`src/design/ifmt_pkg.sv`:
```
// Shared types, constants and character helpers for the integer to text formatter.
`default_nettype none

package ifmt_pkg;

   localparam int VALUE_W        = 32;
   localparam int RADIX_W        = 6;
   localparam int COUNT_W        = 6;
   localparam int CHAR_W         = 7;
   localparam int POS_W          = 8;
   localparam int DIGIT_W        = 6;
   localparam int PREFIX_W       = 2;

   localparam int VALUE_BITS_DEF = 32;
   localparam int MAX_WIDTH_DEF  = 60;

   localparam int RADIX_MIN      = 2;
   localparam int RADIX_MAX      = 36;
   localparam int RADIX_OCT      = 8;
   localparam int RADIX_HEX      = 16;
   localparam int DIGIT_TEN      = 10;
   localparam int PREFIX_LETTER  = 33;

   localparam int DIV_BITS       = 8;
   localparam int QUEUE_DEPTH    = 2;

   localparam logic [CHAR_W-1:0] CH_NUL     = 7'h00;
   localparam logic [CHAR_W-1:0] CH_SPACE   = 7'h20;
   localparam logic [CHAR_W-1:0] CH_PLUS    = 7'h2B;
   localparam logic [CHAR_W-1:0] CH_MINUS   = 7'h2D;
   localparam logic [CHAR_W-1:0] CH_ZERO    = 7'h30;
   localparam logic [CHAR_W-1:0] CH_UPPER_A = 7'h41;
   localparam logic [CHAR_W-1:0] CH_LOWER_A = 7'h61;

   typedef enum logic [1:0] {
      SIGN_NONE,
      SIGN_MINUS,
      SIGN_PLUS,
      SIGN_SPACE
   } sign_type;

   typedef struct packed {
      logic [VALUE_W-1:0] value;
      logic [RADIX_W-1:0] radix;
      logic [COUNT_W-1:0] text_width;
      logic [COUNT_W-1:0] min_digits;
      logic               zero_pad;
      logic               signed_value;
      logic               plus_sign;
      logic               space_sign;
      logic               left_justify;
      logic               alt_prefix;
      logic               lower_case;
   } req_type;

   typedef struct packed {
      logic [CHAR_W-1:0] text_char;
      logic              last;
      logic              bad_base;
   } rsp_type;

   typedef struct packed {
      logic                bad;
      logic [VALUE_W-1:0]  mag;
      logic [RADIX_W-1:0]  radix;
      logic [POS_W-1:0]    width;
      logic [COUNT_W-1:0]  min_digits;
      logic                zpad;
      logic                left;
      logic                lower;
      logic [PREFIX_W-1:0] prefix_len;
      sign_type            sign;
   } job_type;

   function automatic logic [CHAR_W-1:0] digit_char(input logic [DIGIT_W-1:0] digit,
                                                    input logic lower);
      logic [CHAR_W-1:0] base_char;
      base_char = lower ? CH_LOWER_A : CH_UPPER_A;
      if (digit < DIGIT_W'(DIGIT_TEN)) begin
         return CH_ZERO + CHAR_W'(digit);
      end else begin
         return base_char + CHAR_W'(digit - DIGIT_W'(DIGIT_TEN));
      end
   endfunction

   function automatic logic [CHAR_W-1:0] sign_char(input sign_type sign);
      logic [CHAR_W-1:0] ch;
      case (sign)
         SIGN_MINUS: ch = CH_MINUS;
         SIGN_PLUS:  ch = CH_PLUS;
         SIGN_SPACE: ch = CH_SPACE;
         default:    ch = CH_NUL;
      endcase
      return ch;
   endfunction

endpackage

`default_nettype wire

```
`src/design/ifmt_front.sv`:
```
// Front end: accepts requests and classifies base, sign, magnitude and padding.
`default_nettype none

module ifmt_front #(
   parameter int VALUE_BITS = ifmt_pkg::VALUE_BITS_DEF,
   parameter int MAX_WIDTH  = ifmt_pkg::MAX_WIDTH_DEF
) (
   input  wire              req_valid,
   output logic             req_ready,
   input  ifmt_pkg::req_type req_data,
   output logic             job_push,
   input  wire              job_ready,
   output ifmt_pkg::job_type job_data
);
   import ifmt_pkg::*;

   logic [VALUE_BITS-1:0] low_bits;
   logic                  negative;
   logic                  bad;
   logic                  left;
   logic [POS_W-1:0]      width_ext;

   always_comb begin
      low_bits  = req_data.value[VALUE_BITS-1:0];
      negative  = req_data.signed_value & low_bits[VALUE_BITS-1];
      bad       = (req_data.radix < RADIX_W'(RADIX_MIN)) ||
                  (req_data.radix > RADIX_W'(RADIX_MAX));
      left      = req_data.left_justify;
      width_ext = POS_W'(req_data.text_width);

      job_data.bad        = bad;
      job_data.mag        = VALUE_W'(negative ? (~low_bits + 1'b1) : low_bits);
      job_data.radix      = req_data.radix;
      job_data.width      = (width_ext > POS_W'(MAX_WIDTH)) ? POS_W'(MAX_WIDTH) : width_ext;
      job_data.min_digits = req_data.min_digits;
      job_data.zpad       = req_data.zero_pad & ~left;
      job_data.left       = left;
      job_data.lower      = req_data.lower_case;

      if (req_data.alt_prefix && (req_data.radix == RADIX_W'(RADIX_HEX))) begin
         job_data.prefix_len = PREFIX_W'(2);
      end else if (req_data.alt_prefix && (req_data.radix == RADIX_W'(RADIX_OCT))) begin
         job_data.prefix_len = PREFIX_W'(1);
      end else begin
         job_data.prefix_len = '0;
      end

      if (negative) begin
         job_data.sign = SIGN_MINUS;
      end else if (req_data.plus_sign) begin
         job_data.sign = SIGN_PLUS;
      end else if (req_data.space_sign) begin
         job_data.sign = SIGN_SPACE;
      end else begin
         job_data.sign = SIGN_NONE;
      end

      req_ready = job_ready;
      job_push  = req_valid & job_ready;
   end

endmodule

`default_nettype wire

```
`src/design/ifmt_queue.sv`:
```
// Short queue of classified requests between the front end and the back end.
`default_nettype none

module ifmt_queue (
   input  wire               clock,
   input  wire               reset,
   input  wire               push,
   output logic              push_ready,
   input  ifmt_pkg::job_type push_data,
   output logic              pop_valid,
   input  wire               pop,
   output ifmt_pkg::job_type pop_data
);
   import ifmt_pkg::*;

   localparam int PTR_W = (QUEUE_DEPTH > 1) ? $clog2(QUEUE_DEPTH) : 1;
   localparam int CNT_W = $clog2(QUEUE_DEPTH + 1);

   job_type          entry_ff [QUEUE_DEPTH];
   logic [PTR_W-1:0] wr_ptr_ff;
   logic [PTR_W-1:0] wr_ptr_in;
   logic [PTR_W-1:0] rd_ptr_ff;
   logic [PTR_W-1:0] rd_ptr_in;
   logic [CNT_W-1:0] count_ff;
   logic [CNT_W-1:0] count_in;
   logic             do_push;
   logic             do_pop;

   always_comb begin
      push_ready = (count_ff != CNT_W'(QUEUE_DEPTH));
      pop_valid  = (count_ff != '0);
      pop_data   = entry_ff[rd_ptr_ff];
      do_push    = push & push_ready;
      do_pop     = pop & pop_valid;

      wr_ptr_in = wr_ptr_ff;
      rd_ptr_in = rd_ptr_ff;
      count_in  = count_ff;
      if (do_push) begin
         wr_ptr_in = (wr_ptr_ff == PTR_W'(QUEUE_DEPTH - 1)) ? '0 : wr_ptr_ff + 1'b1;
      end
      if (do_pop) begin
         rd_ptr_in = (rd_ptr_ff == PTR_W'(QUEUE_DEPTH - 1)) ? '0 : rd_ptr_ff + 1'b1;
      end
      if (do_push && !do_pop) begin
         count_in = count_ff + 1'b1;
      end else if (do_pop && !do_push) begin
         count_in = count_ff - 1'b1;
      end
   end

   always_ff @(posedge clock) begin
      if (do_push) begin
         entry_ff[wr_ptr_ff] <= push_data;
      end
   end

   always_ff @(posedge clock) begin
      if (reset) begin
         wr_ptr_ff <= '0;
         rd_ptr_ff <= '0;
         count_ff  <= '0;
      end else begin
         wr_ptr_ff <= wr_ptr_in;
         rd_ptr_ff <= rd_ptr_in;
         count_ff  <= count_in;
      end
   end

endmodule

`default_nettype wire

```
`src/design/ifmt_back.sv`:
```
// Back end: digit conversion by iterative division, layout and character output.
`default_nettype none

module ifmt_back #(
   parameter int VALUE_BITS = ifmt_pkg::VALUE_BITS_DEF,
   parameter int MAX_WIDTH  = ifmt_pkg::MAX_WIDTH_DEF
) (
   input  wire               clock,
   input  wire               reset,
   input  wire               job_valid,
   output logic              job_pop,
   input  ifmt_pkg::job_type job_data,
   output logic              rsp_valid,
   input  wire               rsp_ready,
   output ifmt_pkg::rsp_type rsp_data
);
   import ifmt_pkg::*;

   localparam int DIV_STEPS = (VALUE_BITS + DIV_BITS - 1) / DIV_BITS;
   localparam int DIV_W     = DIV_STEPS * DIV_BITS;
   localparam int STEP_W    = (DIV_STEPS > 1) ? $clog2(DIV_STEPS) : 1;
   localparam int ND_W      = $clog2(VALUE_BITS + 1);
   localparam int DIG_IW    = $clog2(VALUE_BITS);

   typedef enum logic [1:0] {
      ST_IDLE,
      ST_DIVIDE,
      ST_SETUP,
      ST_EMIT
   } state_type;

   state_type          state_ff, state_in;
   job_type            job_ff, job_in;
   logic [DIV_W-1:0]   quo_ff, quo_in;
   logic [DIGIT_W-1:0] rem_ff, rem_in;
   logic [STEP_W-1:0]  step_ff, step_in;
   logic [ND_W-1:0]    nd_ff, nd_in;
   logic [POS_W-1:0]   b1_ff, b1_in;
   logic [POS_W-1:0]   b2_ff, b2_in;
   logic [POS_W-1:0]   b3_ff, b3_in;
   logic [POS_W-1:0]   b5_ff, b5_in;
   logic [POS_W-1:0]   b6_ff, b6_in;
   logic [POS_W-1:0]   lim_ff, lim_in;
   logic [POS_W-1:0]   pos_ff, pos_in;
   logic               rsp_valid_ff, rsp_valid_in;
   rsp_type            rsp_ff, rsp_in;

   logic [DIGIT_W-1:0] digit_ff [VALUE_BITS];
   logic               dig_we;

   logic [DIGIT_W:0]   part;
   logic [DIV_BITS-1:0] qbits;
   logic [DIV_W-1:0]   quo_next;
   logic [DIGIT_W-1:0] rem_next;

   logic [POS_W-1:0]   nd_ext;
   logic [POS_W-1:0]   prec;
   logic [POS_W-1:0]   sign_len;
   logic [POS_W-1:0]   size;
   logic [POS_W-1:0]   padn;
   logic [POS_W-1:0]   lead;
   logic [POS_W-1:0]   zfill;
   logic [POS_W-1:0]   trail;
   logic [POS_W-1:0]   b3_new;
   logic [POS_W-1:0]   b6_new;
   logic [POS_W-1:0]   total;

   logic [POS_W-1:0]   didx;
   logic [CHAR_W-1:0]  out_char;
   logic               out_last;
   logic               out_free;

   always_comb begin
      part  = {1'b0, rem_ff};
      qbits = '0;
      for (int i = 0; i < DIV_BITS; i++) begin
         part = {part[DIGIT_W-1:0], quo_ff[DIV_W-1-i]};
         if (part >= {1'b0, job_ff.radix}) begin
            part = part - {1'b0, job_ff.radix};
            qbits[DIV_BITS-1-i] = 1'b1;
         end
      end
      rem_next = part[DIGIT_W-1:0];
      quo_next = (quo_ff << DIV_BITS) | DIV_W'(qbits);
   end

   always_comb begin
      nd_ext   = POS_W'(nd_ff);
      prec     = (POS_W'(job_ff.min_digits) > nd_ext) ? POS_W'(job_ff.min_digits) : nd_ext;
      sign_len = POS_W'(job_ff.sign != SIGN_NONE);
      size     = job_ff.width - sign_len - POS_W'(job_ff.prefix_len) - prec;
      padn     = size[POS_W-1] ? '0 : size;
      lead     = (!job_ff.zpad && !job_ff.left) ? padn : '0;
      zfill    = job_ff.zpad ? padn : '0;
      trail    = job_ff.left ? padn : '0;
      b3_new   = lead + sign_len + POS_W'(job_ff.prefix_len);
      b6_new   = b3_new + zfill + prec;
      total    = b6_new + trail;
   end

   always_comb begin
      didx     = b6_ff - pos_ff - POS_W'(1);
      out_last = (pos_ff == lim_ff - POS_W'(1));
      if (job_ff.bad) begin
         out_char = CH_NUL;
      end else if (pos_ff < b1_ff) begin
         out_char = CH_SPACE;
      end else if (pos_ff < b2_ff) begin
         out_char = sign_char(job_ff.sign);
      end else if (pos_ff < b3_ff) begin
         out_char = (pos_ff == b2_ff) ? CH_ZERO :
                    digit_char(DIGIT_W'(PREFIX_LETTER), job_ff.lower);
      end else if (pos_ff < b5_ff) begin
         out_char = CH_ZERO;
      end else if (pos_ff < b6_ff) begin
         out_char = digit_char(digit_ff[didx[DIG_IW-1:0]], job_ff.lower);
      end else begin
         out_char = CH_SPACE;
      end
   end

   always_comb begin
      state_in     = state_ff;
      job_in       = job_ff;
      quo_in       = quo_ff;
      rem_in       = rem_ff;
      step_in      = step_ff;
      nd_in        = nd_ff;
      b1_in        = b1_ff;
      b2_in        = b2_ff;
      b3_in        = b3_ff;
      b5_in        = b5_ff;
      b6_in        = b6_ff;
      lim_in       = lim_ff;
      pos_in       = pos_ff;
      rsp_in       = rsp_ff;
      out_free     = !rsp_valid_ff || rsp_ready;
      rsp_valid_in = rsp_valid_ff && !rsp_ready;
      job_pop      = 1'b0;
      dig_we       = 1'b0;

      case (state_ff)
         ST_IDLE: begin
            if (job_valid) begin
               job_pop = 1'b1;
               job_in  = job_data;
               quo_in  = DIV_W'(job_data.mag[VALUE_BITS-1:0]);
               rem_in  = '0;
               step_in = '0;
               nd_in   = '0;
               pos_in  = '0;
               if (job_data.bad) begin
                  lim_in   = POS_W'(1);
                  state_in = ST_EMIT;
               end else begin
                  state_in = ST_DIVIDE;
               end
            end
         end
         ST_DIVIDE: begin
            quo_in = quo_next;
            if (step_ff == STEP_W'(DIV_STEPS - 1)) begin
               dig_we  = 1'b1;
               nd_in   = nd_ff + 1'b1;
               rem_in  = '0;
               step_in = '0;
               if ((quo_next == '0) || (nd_ff == ND_W'(VALUE_BITS - 1))) begin
                  state_in = ST_SETUP;
               end
            end else begin
               rem_in  = rem_next;
               step_in = step_ff + 1'b1;
            end
         end
         ST_SETUP: begin
            b1_in    = lead;
            b2_in    = lead + sign_len;
            b3_in    = b3_new;
            b5_in    = b3_new + zfill + (prec - nd_ext);
            b6_in    = b6_new;
            lim_in   = (total > POS_W'(MAX_WIDTH)) ? POS_W'(MAX_WIDTH) : total;
            state_in = ST_EMIT;
         end
         ST_EMIT: begin
            if (out_free) begin
               rsp_valid_in     = 1'b1;
               rsp_in.text_char = out_char;
               rsp_in.last      = out_last;
               rsp_in.bad_base  = job_ff.bad;
               pos_in           = pos_ff + 1'b1;
               if (out_last) begin
                  state_in = ST_IDLE;
               end
            end
         end
         default: begin
            state_in = ST_IDLE;
         end
      endcase
   end

   always_ff @(posedge clock) begin
      if (dig_we) begin
         digit_ff[nd_ff[DIG_IW-1:0]] <= rem_next;
      end
   end

   always_ff @(posedge clock) begin
      if (reset) begin
         state_ff     <= ST_IDLE;
         rsp_valid_ff <= 1'b0;
      end else begin
         state_ff     <= state_in;
         rsp_valid_ff <= rsp_valid_in;
         job_ff       <= job_in;
         quo_ff       <= quo_in;
         rem_ff       <= rem_in;
         step_ff      <= step_in;
         nd_ff        <= nd_in;
         b1_ff        <= b1_in;
         b2_ff        <= b2_in;
         b3_ff        <= b3_in;
         b5_ff        <= b5_in;
         b6_ff        <= b6_in;
         lim_ff       <= lim_in;
         pos_ff       <= pos_in;
         rsp_ff       <= rsp_in;
      end
   end

   assign rsp_valid = rsp_valid_ff;
   assign rsp_data  = rsp_ff;

endmodule

`default_nettype wire

```
`src/design/integer_to_text_formatter_unit.sv`:
```
// Top level of the printf-style integer to text formatter.
//
//   Channel  Direction  Handshake              Payload
//   req      in         req_valid / req_ready  ifmt_pkg::req_type (value, radix, flags)
//   rsp      out        rsp_valid / rsp_ready  ifmt_pkg::rsp_type (text_char, last, bad_base)
//
// A request passes through the back end in order: division into digits, layout setup, then
// character output; the divider retires eight quotient bits a cycle.
// A bad base skips division and setup and gets a single response.
// Reset is synchronous and clears the queue and the back end control; no clearing pass runs.
// The two-entry queue accepts requests while the back end waits on rsp_ready, until it is full.
`default_nettype none

module integer_to_text_formatter_unit #(
   parameter int VALUE_BITS = ifmt_pkg::VALUE_BITS_DEF,
   parameter int MAX_WIDTH  = ifmt_pkg::MAX_WIDTH_DEF
) (
   input  wire               clock,
   input  wire               reset,
   input  wire               req_valid,
   output logic              req_ready,
   input  ifmt_pkg::req_type req_data,
   output logic              rsp_valid,
   input  wire               rsp_ready,
   output ifmt_pkg::rsp_type rsp_data
);
   import ifmt_pkg::*;

   job_type front_job;
   job_type queue_job;
   logic    front_push;
   logic    queue_ready;
   logic    queue_valid;
   logic    back_pop;

   ifmt_front #(
      .VALUE_BITS (VALUE_BITS),
      .MAX_WIDTH  (MAX_WIDTH)
   ) u_front (
      .req_valid (req_valid),
      .req_ready (req_ready),
      .req_data  (req_data),
      .job_push  (front_push),
      .job_ready (queue_ready),
      .job_data  (front_job)
   );

   ifmt_queue u_queue (
      .clock      (clock),
      .reset      (reset),
      .push       (front_push),
      .push_ready (queue_ready),
      .push_data  (front_job),
      .pop_valid  (queue_valid),
      .pop        (back_pop),
      .pop_data   (queue_job)
   );

   ifmt_back #(
      .VALUE_BITS (VALUE_BITS),
      .MAX_WIDTH  (MAX_WIDTH)
   ) u_back (
      .clock     (clock),
      .reset     (reset),
      .job_valid (queue_valid),
      .job_pop   (back_pop),
      .job_data  (queue_job),
      .rsp_valid (rsp_valid),
      .rsp_ready (rsp_ready),
      .rsp_data  (rsp_data)
   );

endmodule

`default_nettype wire
```
`config.mk`:
```
export PLATFORM = sky130hd
export DESIGN_NAME = integer_to_text_formatter_unit
export DESIGN_NICKNAME = d
export VERILOG_FILES = /design/src/design/ifmt_pkg.sv /design/src/design/ifmt_front.sv /design/src/design/ifmt_queue.sv /design/src/design/ifmt_back.sv /design/src/design/integer_to_text_formatter_unit.sv
export SDC_FILE = /design/constraint.sdc
export NUM_CORES = 1
export LEC_CHECK = 0
export BUFFER_PORTS_ARGS = -buffer_cell sky130_fd_sc_hd__buf_4
export CAP_MARGIN = 10
export CORE_MARGIN = 3
export CORE_UTILIZATION = 50
export CTS_CLUSTER_DIAMETER = 30
export CTS_CLUSTER_SIZE = 12
export DETAILED_ROUTE_END_ITERATION = 16
export PLACE_DENSITY_LB_ADDON = 0.15
export SLEW_MARGIN = 40
export SYNTH_ARGS = -nofsm -noshare
export SYNTH_HDL_FRONTEND = slang
export SYNTH_SLANG_ARGS = --single-unit
```
`constraint.sdc`:
```
create_clock -name clock -period 33.8 [get_ports clock]
set_input_delay 6.76 -clock clock [delete_from_list [all_inputs] [get_ports clock]]
set_output_delay 6.76 -clock clock [all_outputs]
set_load 0.01 [all_outputs]
```
* Yosys cells after proc, flatten, opt, wreduce, memory -nomap -nowiden
Memory sizes are Yosys's and may differ from the RTL's. A register that Yosys moved wholly into a read port is not among the register bits.
Index checks and enable logic that the tools add are counted.
Widths: inputs -> output; s select.
** Cells by class
- $add $sub $neg :: 33
- Multiply operators :: 0
- Div/mod/pow operators :: 0
- $lt $le $gt $ge :: 19
- Eq/ne operators :: 19
- Shift-type cells :: 0
- Muxes and demuxes :: 77
- Bitwise gates (word level) :: 9
- Reductions and logical operators :: 32
** Operators with widths (count)
- $mux 6 :: 15
- $mux 32 :: 2
- $mux 8 :: 8
- $pmux 32 s2 :: 1
- $ge 7x6->1 :: 8
- $mux 7 :: 7
- $sub 6x6->6 :: 8
- $lt 8x8->1 :: 5
- $add 32x1->32 const B :: 1
- $add 8x8->8 :: 4
- $logic_not 32->1 :: 1
- $not 32->32 :: 1
- $or 32x8->32 :: 1
- $pmux 8 s2 :: 2
- $mux 2 :: 14
- $pmux 6 s2 :: 2
- $mux 1 :: 23
- $pmux 6 s3 :: 1
- $eq 8x8->1 :: 2
- $eq 6x5->1 const B :: 2
- $gt 6x6->1 const B :: 2
- $reduce_and 4->1 :: 3
- $reduce_bool 2->1 :: 6
- $eq 2x2->1 const B :: 5
- 38 further kinds :: 65
** Storage, ports and cells
- Register bits :: 146
- Bits in latches :: 0
- Memory bits (writable) :: 308
- Memory bits (read-only) :: 0
- Input port bits :: 61
- Output and inout bits :: 11
- Word-level logic and storage cells :: 220
- Memories kept :: 2
** Memories
- u_back.digit_ff :: words 32, bits a word 6, rd ports 1, clocked after Yosys merged registers in 0, write ports 1, RTL line ifmt_back.sv:48 : logic [DIGIT_W-1:0] digit_ff [VALUE_BITS];
- u_queue.entry_ff :: words 2, bits a word 58, rd ports 1, clocked after Yosys merged registers in 1, write ports 1, RTL line ifmt_queue.sv:19 : job_type entry_ff [QUEUE_DEPTH];

* Depth between registers and ports, before layout
Gate-level depths: netlist of run 1.
- Depth in word-level cells :: 22
- Mapped depth :: 83

* By module
From an unflattened synthesis of run 1, not the netlist that was laid out.
** Unflattened totals
- Cells, all modules :: 1918
- Area total of the unflattened synthesis :: 25349.3 um2
** Modules (own cells, without submodules)
- ifmt_back :: instances 1, cells an instance 1551, area an instance 19736.4 um2, sequential area each 9969.6 um2
- ifmt_queue :: instances 1, cells an instance 211, area an instance 4536.9 um2, sequential area each 3703.6 um2
- ifmt_front :: instances 1, cells an instance 156, area an instance 1076.0 um2, sequential area each 0.0 um2

* Worst setup path before layout of run 1
OpenSTA, ideal clock, no wires.
- Path type :: flip-flop to flip-flop
- Start :: register u_back.job_ff[22] (netlist bit)
- End :: memory u_back.digit_ff[0][2] (data pin)
- Library setup time :: 398 ps
- Arrival time :: 16969 ps
- Required time :: 33402 ps
- Path slack :: 16434 ps
- Cell stages (with the launch flop) :: 80
- Path buffers :: 4
- Path through :: edfxtp_1 > inv_1 > ha_1 > nand2_1 > o21ai_1 > a31o_1 > buf_6 > o21ai_0 > inv_1 > ha_1 > nor2b_1 > o31a_1 > o31a_1 > a211oi_2 > nand2_1 > o21ai_0 > inv_1 > ha_1 > [... 44 more ...] > a21o_1 > a21o_1 > a21oi_1 > and2_1 > a31oi_1 > o21ai_0 > a21boi_0 > ha_1 > a21o_1 > a21o_1 > a21o_1 > a21o_1 > a211oi_1 > o31ai_1 > a31oi_1 > buf_4 > a21oi_1 > a31oi_1
** On the way
- Longest elaborated chain between the ends :: 16
** Ends and longest elaborated chain
- start: declaration :: RTL line ifmt_back.sv:33 : job_type job_ff, job_in;
- start signal: assignment :: RTL line ifmt_back.sv:215 : job_ff <= job_in;
- $sub 6x6->6 / $ge 7x6->1 (equally long branches) :: RTL line ifmt_back.sv:79, ifmt_back.sv:78
- $mux 6 :: RTL line ifmt_back.sv:78 : if (part >= {1'b0, job_ff.radix}) begin
- $sub 6x6->6 / $ge 7x6->1 (equally long branches) :: RTL line ifmt_back.sv:79, ifmt_back.sv:78
- $mux 6 :: RTL line ifmt_back.sv:78
- $sub 6x6->6 / $ge 7x6->1 (equally long branches) :: RTL line ifmt_back.sv:79, ifmt_back.sv:78
- $mux 6 :: RTL line ifmt_back.sv:78
- $sub 6x6->6 / $ge 7x6->1 (equally long branches) :: RTL line ifmt_back.sv:79, ifmt_back.sv:78
- $mux 6 :: RTL line ifmt_back.sv:78
- $sub 6x6->6 / $ge 7x6->1 (equally long branches) :: RTL line ifmt_back.sv:79, ifmt_back.sv:78
- $mux 6 :: RTL line ifmt_back.sv:78
- $ge 7x6->1 / $sub 6x6->6 (equally long branches) :: RTL line ifmt_back.sv:78, ifmt_back.sv:79
- $mux 6 :: RTL line ifmt_back.sv:78
- $sub 6x6->6 / $ge 7x6->1 (equally long branches) :: RTL line ifmt_back.sv:79, ifmt_back.sv:78
- $mux 6 :: RTL line ifmt_back.sv:78
- $sub 6x6->6 / $ge 7x6->1 (equally long branches) :: RTL line ifmt_back.sv:79, ifmt_back.sv:78
- $mux 6 (*) :: RTL line ifmt_back.sv:78
- named net u_back.part[2] :: RTL line ifmt_back.sv:51 : logic [DIGIT_W:0] part;
- end: declaration :: RTL line ifmt_back.sv:48
Mark *: on every way through the listed nets, which the timed path passes. The rest lies on a longest branch.

* Worst setup path in the final report of run 1
- Start :: register u_back.job_ff[22] (netlist bit)
- End :: memory u_back.digit_ff[22][0] (data pin)
** On the way
- Longest elaborated chain between the ends :: 16
** Ends and longest elaborated chain (RTL line)
- $sub 6x6->6 / $ge 7x6->1 (equally long branches) :: ifmt_back.sv:79, ifmt_back.sv:78
- $mux 6 :: ifmt_back.sv:78
- $sub 6x6->6 / $ge 7x6->1 (equally long branches) :: ifmt_back.sv:79, ifmt_back.sv:78
- $mux 6 :: ifmt_back.sv:78
- $sub 6x6->6 / $ge 7x6->1 (equally long branches) :: ifmt_back.sv:79, ifmt_back.sv:78
- $mux 6 :: ifmt_back.sv:78
- $sub 6x6->6 / $ge 7x6->1 (equally long branches) :: ifmt_back.sv:79, ifmt_back.sv:78
- $mux 6 :: ifmt_back.sv:78
- $sub 6x6->6 / $ge 7x6->1 (equally long branches) :: ifmt_back.sv:79, ifmt_back.sv:78
- $mux 6 :: ifmt_back.sv:78
- $ge 7x6->1 / $sub 6x6->6 (equally long branches) :: ifmt_back.sv:78, ifmt_back.sv:79
- $mux 6 :: ifmt_back.sv:78
- $sub 6x6->6 / $ge 7x6->1 (equally long branches) :: ifmt_back.sv:79, ifmt_back.sv:78
- $mux 6 :: ifmt_back.sv:78
- $ge 7x6->1 (*) :: ifmt_back.sv:78
- $mux 6 (*) :: ifmt_back.sv:78
- named net u_back.part[0] :: ifmt_back.sv:51
Marks and branches as above.

==> impl_metrics.ini, run 1 <==
[place]
port-buffer-count = 71
hpwl_um = 39300
gp_congestion = 0.907
placed_area_sq_um = 26100

[setup_path]
critPathCaptureType = register
r2r_setup_slack_ps = 13890
crit_path_start_kind = register
rr_worst_depth = 75
r2r-end = u_back.digit_ff[22][0]
crit_type = register to register
worstPathMaxFanout = 32
cp.required_ps = 34120
slowest_delay_ps = 690
crit_path_frequent_cell = ha_1
crit_family = compound AO/OA/AOI/OAI gates
critical_path_arrival_ps = 20230
slowest_stage = edfxtp_1
worst-path-buf-inv = 6
timing.rr.start = u_back.job_ff[22]

[detailed_routing]
drtAntennaViolNets = 0
drc = 0
drtIter0Drc = 1215
vias = 15300
drt_first_pass_iters = 5
wl_um = 55000
wl_per_cell_um = 20.0
viasPerCell = 5.58

[floorplanning]
rows = 80
core_sq_um = 48200
dieArea_sq_um = 52000
die_h_um = 228
die_w_um = 228
ioPinCount = 72
start_util = 0.511

[finish]
final_nets = 2265
drive_above_1_share = 0.186
syn_to_final_growth_pct = 18.0
utilization = 0.603
fin_area_sq_um = 29100
diodes = 0

[yosys]
synth_cell_types = 80
syn_area_per_cell_sq_um = 13.0
yosys_warnings = 0
syn_inst = 1892
synthesis.area_sq_um = 24700
synth_seq_cells = 452
async_flop_share = 0
yosys_most_used_dff = edfxtp_1
ys_seq_area_frac = 0.547
synth_edf_count = 444

[clock_network]
clock-root-buffer = clkbuf_16
clock_path_buffers = 3
cts_tree = done
clk_latency_ps = 630
htree_levels = 3
numCtsBuffers = 87
hold_buffers = 0
clock-sinks = 452
cts_resized = 0
cts_setup_buffers = 0
cts.clk_slew.worst_paths_ps = 50

[global_routing]
grt_usage = 0.213
antenna_found_initial = 0
grt_pass1_vias = 15700
grt_overflow = 0
grt_max_degree = 78
grt_pass1_wl_um = 86700

[run_status]
status = finished clean

[sta]
tightest_slew_ps = 830
timing.fmax_mhz = 50.2
fin_crit_sh = 0.589
tns_ps = 0
finalSetupViolCount = 0
finClkSkew_ps = 41.3
timing.final.crit_period_ps = 19910
relSlewSlack = 0.442
slew_violations = 0
hold_viol_final = 0
rsz0062_at_grt = no
worst_hold_slack_ps = 521

[min_path]
hold_start = u_queue.rd_ptr_ff
whs_path_depth = 2
hp-class = register to register
holdPathEnd = u_queue.rd_ptr_ff

[flow_run]
max_cap_violations = 0
-- sequential cells by signal, indices dropped and copies added, names as in the netlist, named ones only --
name,cells
u_back.b5_ff,8
u_back.lim_ff,8
u_back.b6_ff,8
u_back.rem_ff,6
u_back.step_ff,2
u_back.state_ff,2
u_queue.wr_ptr_ff,1
u_back.rsp_valid,1
u_back.digit_ff,192
u_back.b3_ff,8
u_back.b1_ff,7
u_queue.rd_ptr_ff,1
u_back.b2_ff,8
u_back.job_ff,26
u_queue.count_ff,2
u_back.nd_ff,6
u_back.pos_ff,8
u_back.quo_ff,32
u_back.rsp_data,9
u_queue.entry_ff,116
-- metal layers --
layer | track usage | wire length (um) | vias to the layer above
li1 | - | - | 7324
met1 | 0.282 | 24200 | 7544
met2 | 0.359 | 26900 | 354
met3 | 0.0374 | 2520 | 95
met4 | 0.0693 | 1310 | 0
met5 | 0 | 0 | -
-- cells in the final DEF, fill, tap and decap left out, drive strengths merged, types with 51 or more instances in the layout --
cell type,count
a21oi,86
buf,87
clkbuf,97
edfxtp,444
ha,163
inv,161
mux2i,51
mux4,60
nand2,85
nor2,121
o21ai,97
xnor2,72
-- tightest hold or removal path: cells and delay by family, from the launching register on --
family	cells	cell delay, ps
xor gates and xnor gates	1	80
and+or+nand+nor	1	80
DFF	1	320
-- metrics by stage --
stage,instances,setup slack [ps]
after floorplan,1895,16430
after global placement,2580,13950
after detailed placement,2583,13960
after CTS,2744,13880
after global routing,2745,12220
final,2745,13890
-- worst max path at each step --
stage,from,to,slack [ps],cells after the start
final,u_back.job_ff[22],u_back.digit_ff[22][0],13890,75
after global routing,u_back.job_ff[22],u_back.digit_ff[6][0],12220,75
after CTS,u_back.job_ff[22],u_back.digit_ff[6][0],13880,75
after detailed placement,u_back.job_ff[22],u_back.digit_ff[0][0],13960,75
after global placement,u_back.job_ff[22],u_back.digit_ff[17][2],13950,75
after floorplan,u_back.job_ff[22],u_back.digit_ff[0][2],16430,79
-- logic make-up (layout without fill, tap and decap cells) --
kind of cell               Yosys count  count (layout)  synth area share
buffers and inverters              203             397            0.0326
other                                1               4          0.000152
adders and majority gates          187             187             0.102
and+or+nand+nor                    421             421            0.0857
muxes                              154             154            0.0956
AOI/OAI and AO/OA                  359             359            0.0957
DFF                                452             452             0.547
xor gates and xnor gates           115             115            0.0408
-- area by class of cell --
cell class	instances	area [sq um]
Clock inverter	64	724
Sequential cell	452	13500
Multi-Input combinational cell	1240	10500
Timing Repair Buffer	87	697
Tap cell	656	821
Fill cell	3779	19200
Clock buffer	97	2250
Inverter	149	559
-- Yosys cell counts, types with 43 or more instances --
master    count  area share
edfxtp_1    444        0.54
ha_1        163       0.083
inv_1       148       0.023
nor2_1      119       0.018
a21oi_1      86       0.017
o21ai_0      85       0.017
nand2_1      84       0.013
xnor2_1      72       0.026
mux4_2       60       0.055
mux2i_1      51       0.021
xor2_1       43       0.015
Power of run 1 is not shown: default switching activity piles up to over one toggle a cycle in this logic, so the estimate is an artifact.
==> run 2: changes to the inputs <==
clock period = 17.25 ns   (was 33.8 ns; I/O delays follow)
==> run 2 against run 1 <==
Against the previous run:
- global-route usage increased by 0.14 points
- die area is the same
- clock-buffer cell count up 5
- critical path depth increased by 1
- core utilization is 1.1 points higher
- flip-flop and latch count did not move
- critical endpoint is now u_back.digit_ff[9][3]
- highest routed layer unchanged
==> impl_metrics.ini, run 2 (synthesized netlist as in run 1, its figures left out) <==
[setup_path]
critPathCaptureType = register
slowest_delay_ps = 520
crit_path_start_kind = register
critical_path_arrival_ps = 16440
cp.required_ps = 17590
worstPathMaxFanout = 16
slowest_stage = edfxtp_1
crit_type = register to register

[sta]
hold_viol_final = 0
tns_ps = 0
worst_hold_slack_ps = 513
finClkSkew_ps = 33.4
timing.final.crit_period_ps = 16100
relSlewSlack = 0.389
fin_crit_sh = 0.933
rsz0062_at_grt = no
timing.fmax_mhz = 62.1
tightest_slew_ps = 909
slew_violations = 0
finalSetupViolCount = 0

[detailed_routing]
wl_met1_um = 25300
wl_per_cell_um = 20.4
viasPerCell = 5.57
drtIter0Drc = 1133
route.met2.wl_um = 27500
vias = 15600
drt_first_pass_iters = 5
drtAntennaViolNets = 0
drc = 0
highest_layer = met4
wl_um = 57000
wl_met3_um = 2730

[clock_network]
htree_levels = 3
cts_tree = done
clock-sinks = 452
numCtsBuffers = 91
cts.clk_slew.worst_paths_ps = 50
clk_latency_ps = 630
clock_path_buffers = 3
clock-root-buffer = clkbuf_16
hold_buffers = 0

[global_routing]
grt_overflow = 0
grt_pass1_wl_um = 87200
grt_pass1_vias = 15700
antenna_found_initial = 0
grt_usage = 0.214
grt_max_degree = 78

[finish]
final_nets = 2313
layout_common_cells = edfxtp_1, ha_1, inv_1, buf_4, nor2_1
final_common_cell = edfxtp_1
largest_reg_flops = 192
fillCellCount = 3742
drive_above_1_share = 0.206
diodes = 0
syn_to_final_growth_pct = 20.1

[place]
hpwl_um = 40000
port-buffer-count = 71
gp_congestion = 0.922

[run_status]
status = finished clean

[min_path]
hp-class = register to register

[floorplanning]
die_w_um = 228
dieArea_sq_um = 52000
rows = 80
ioPinCount = 72
core_sq_um = 48200
die_h_um = 228
start_util = 0.511

[flow_run]
max_cap_violations = 0
==> run 2: cell types whose count changed in the layout (fill, tap and decap cells not counted), sizes merged <==
cell      previous run  this run
o21a                29        30
clkbuf              97       102
clkinv              36        25
inv                161       164
or2                  8        11
clkinvlp             8        14
bufinv               8        10
a21oi               86        87
buf                 87       126
==> run 2: layer usage <==
layer	GRT usage	vias to the layer above
met5	0	-
met4	0.0667	0
met3	0.0422	103
met2	0.358	370
met1	0.285	7636
li1	-	7452
==> run 2: cell type report <==
class	instances	area, sq um	share of cell area
clock inverters	64	749	0.0253
well taps	656	821	0.0277
clock buffers	102	2360	0.0797
repair buffers	126	1010	0.0341
multi-input cells	1245	10600	0.359
inverters	149	559	0.0189
flip-flops and latches	452	13500	0.456
==> run 2: through the flow <==
step / worst slack [ps] / utilization / cells / instance area (sq um)
global placement: 557 / 0.544 / 2617 / 26200
global route: 94.9 / 0.614 / 2794 / 29600
finish: 1150 / 0.614 / 2794 / 29600
CTS: 252 / 0.610 / 2786 / 29400
floorplan: 287 / - / 1895 / 24700
detailed placement: 276 / 0.545 / 2620 / 26300
==> run 2: final timing paths <==
path,start,endpoint,slack (ps),cells after the start
worst min-delay path,u_queue.rd_ptr_ff,register,510,2
worst max register to register,u_back.rem_ff[3],u_back.digit_ff[9][3],1150,76
worst max-delay path,u_back.rem_ff[3],u_back.digit_ff[9][3],1150,76
worst min register to register,u_queue.rd_ptr_ff,register,510,2
==> run 2: worst max-delay path: cells and delay by family (launching register included) <==
| family | cells | cell delay, ps |
|---|---|---|
| compound gates | 39 | 7860 |
| fa+ha+maj | 8 | 2340 |
| buf+inv | 7 | 940 |
| flops | 1 | 520 |
| mux | 4 | 1270 |
| simple gates | 18 | 2820 |
==> run 2: what timing repair did <==
| action | in CTS | in global routing |
|---|---|---|
| setup buffers | 0 | 3 |
| endpoints found under the setup margin | 0 | 201 |
| resized for setup | 0 | 29 |
Power of run 2 is left out for the same reason.
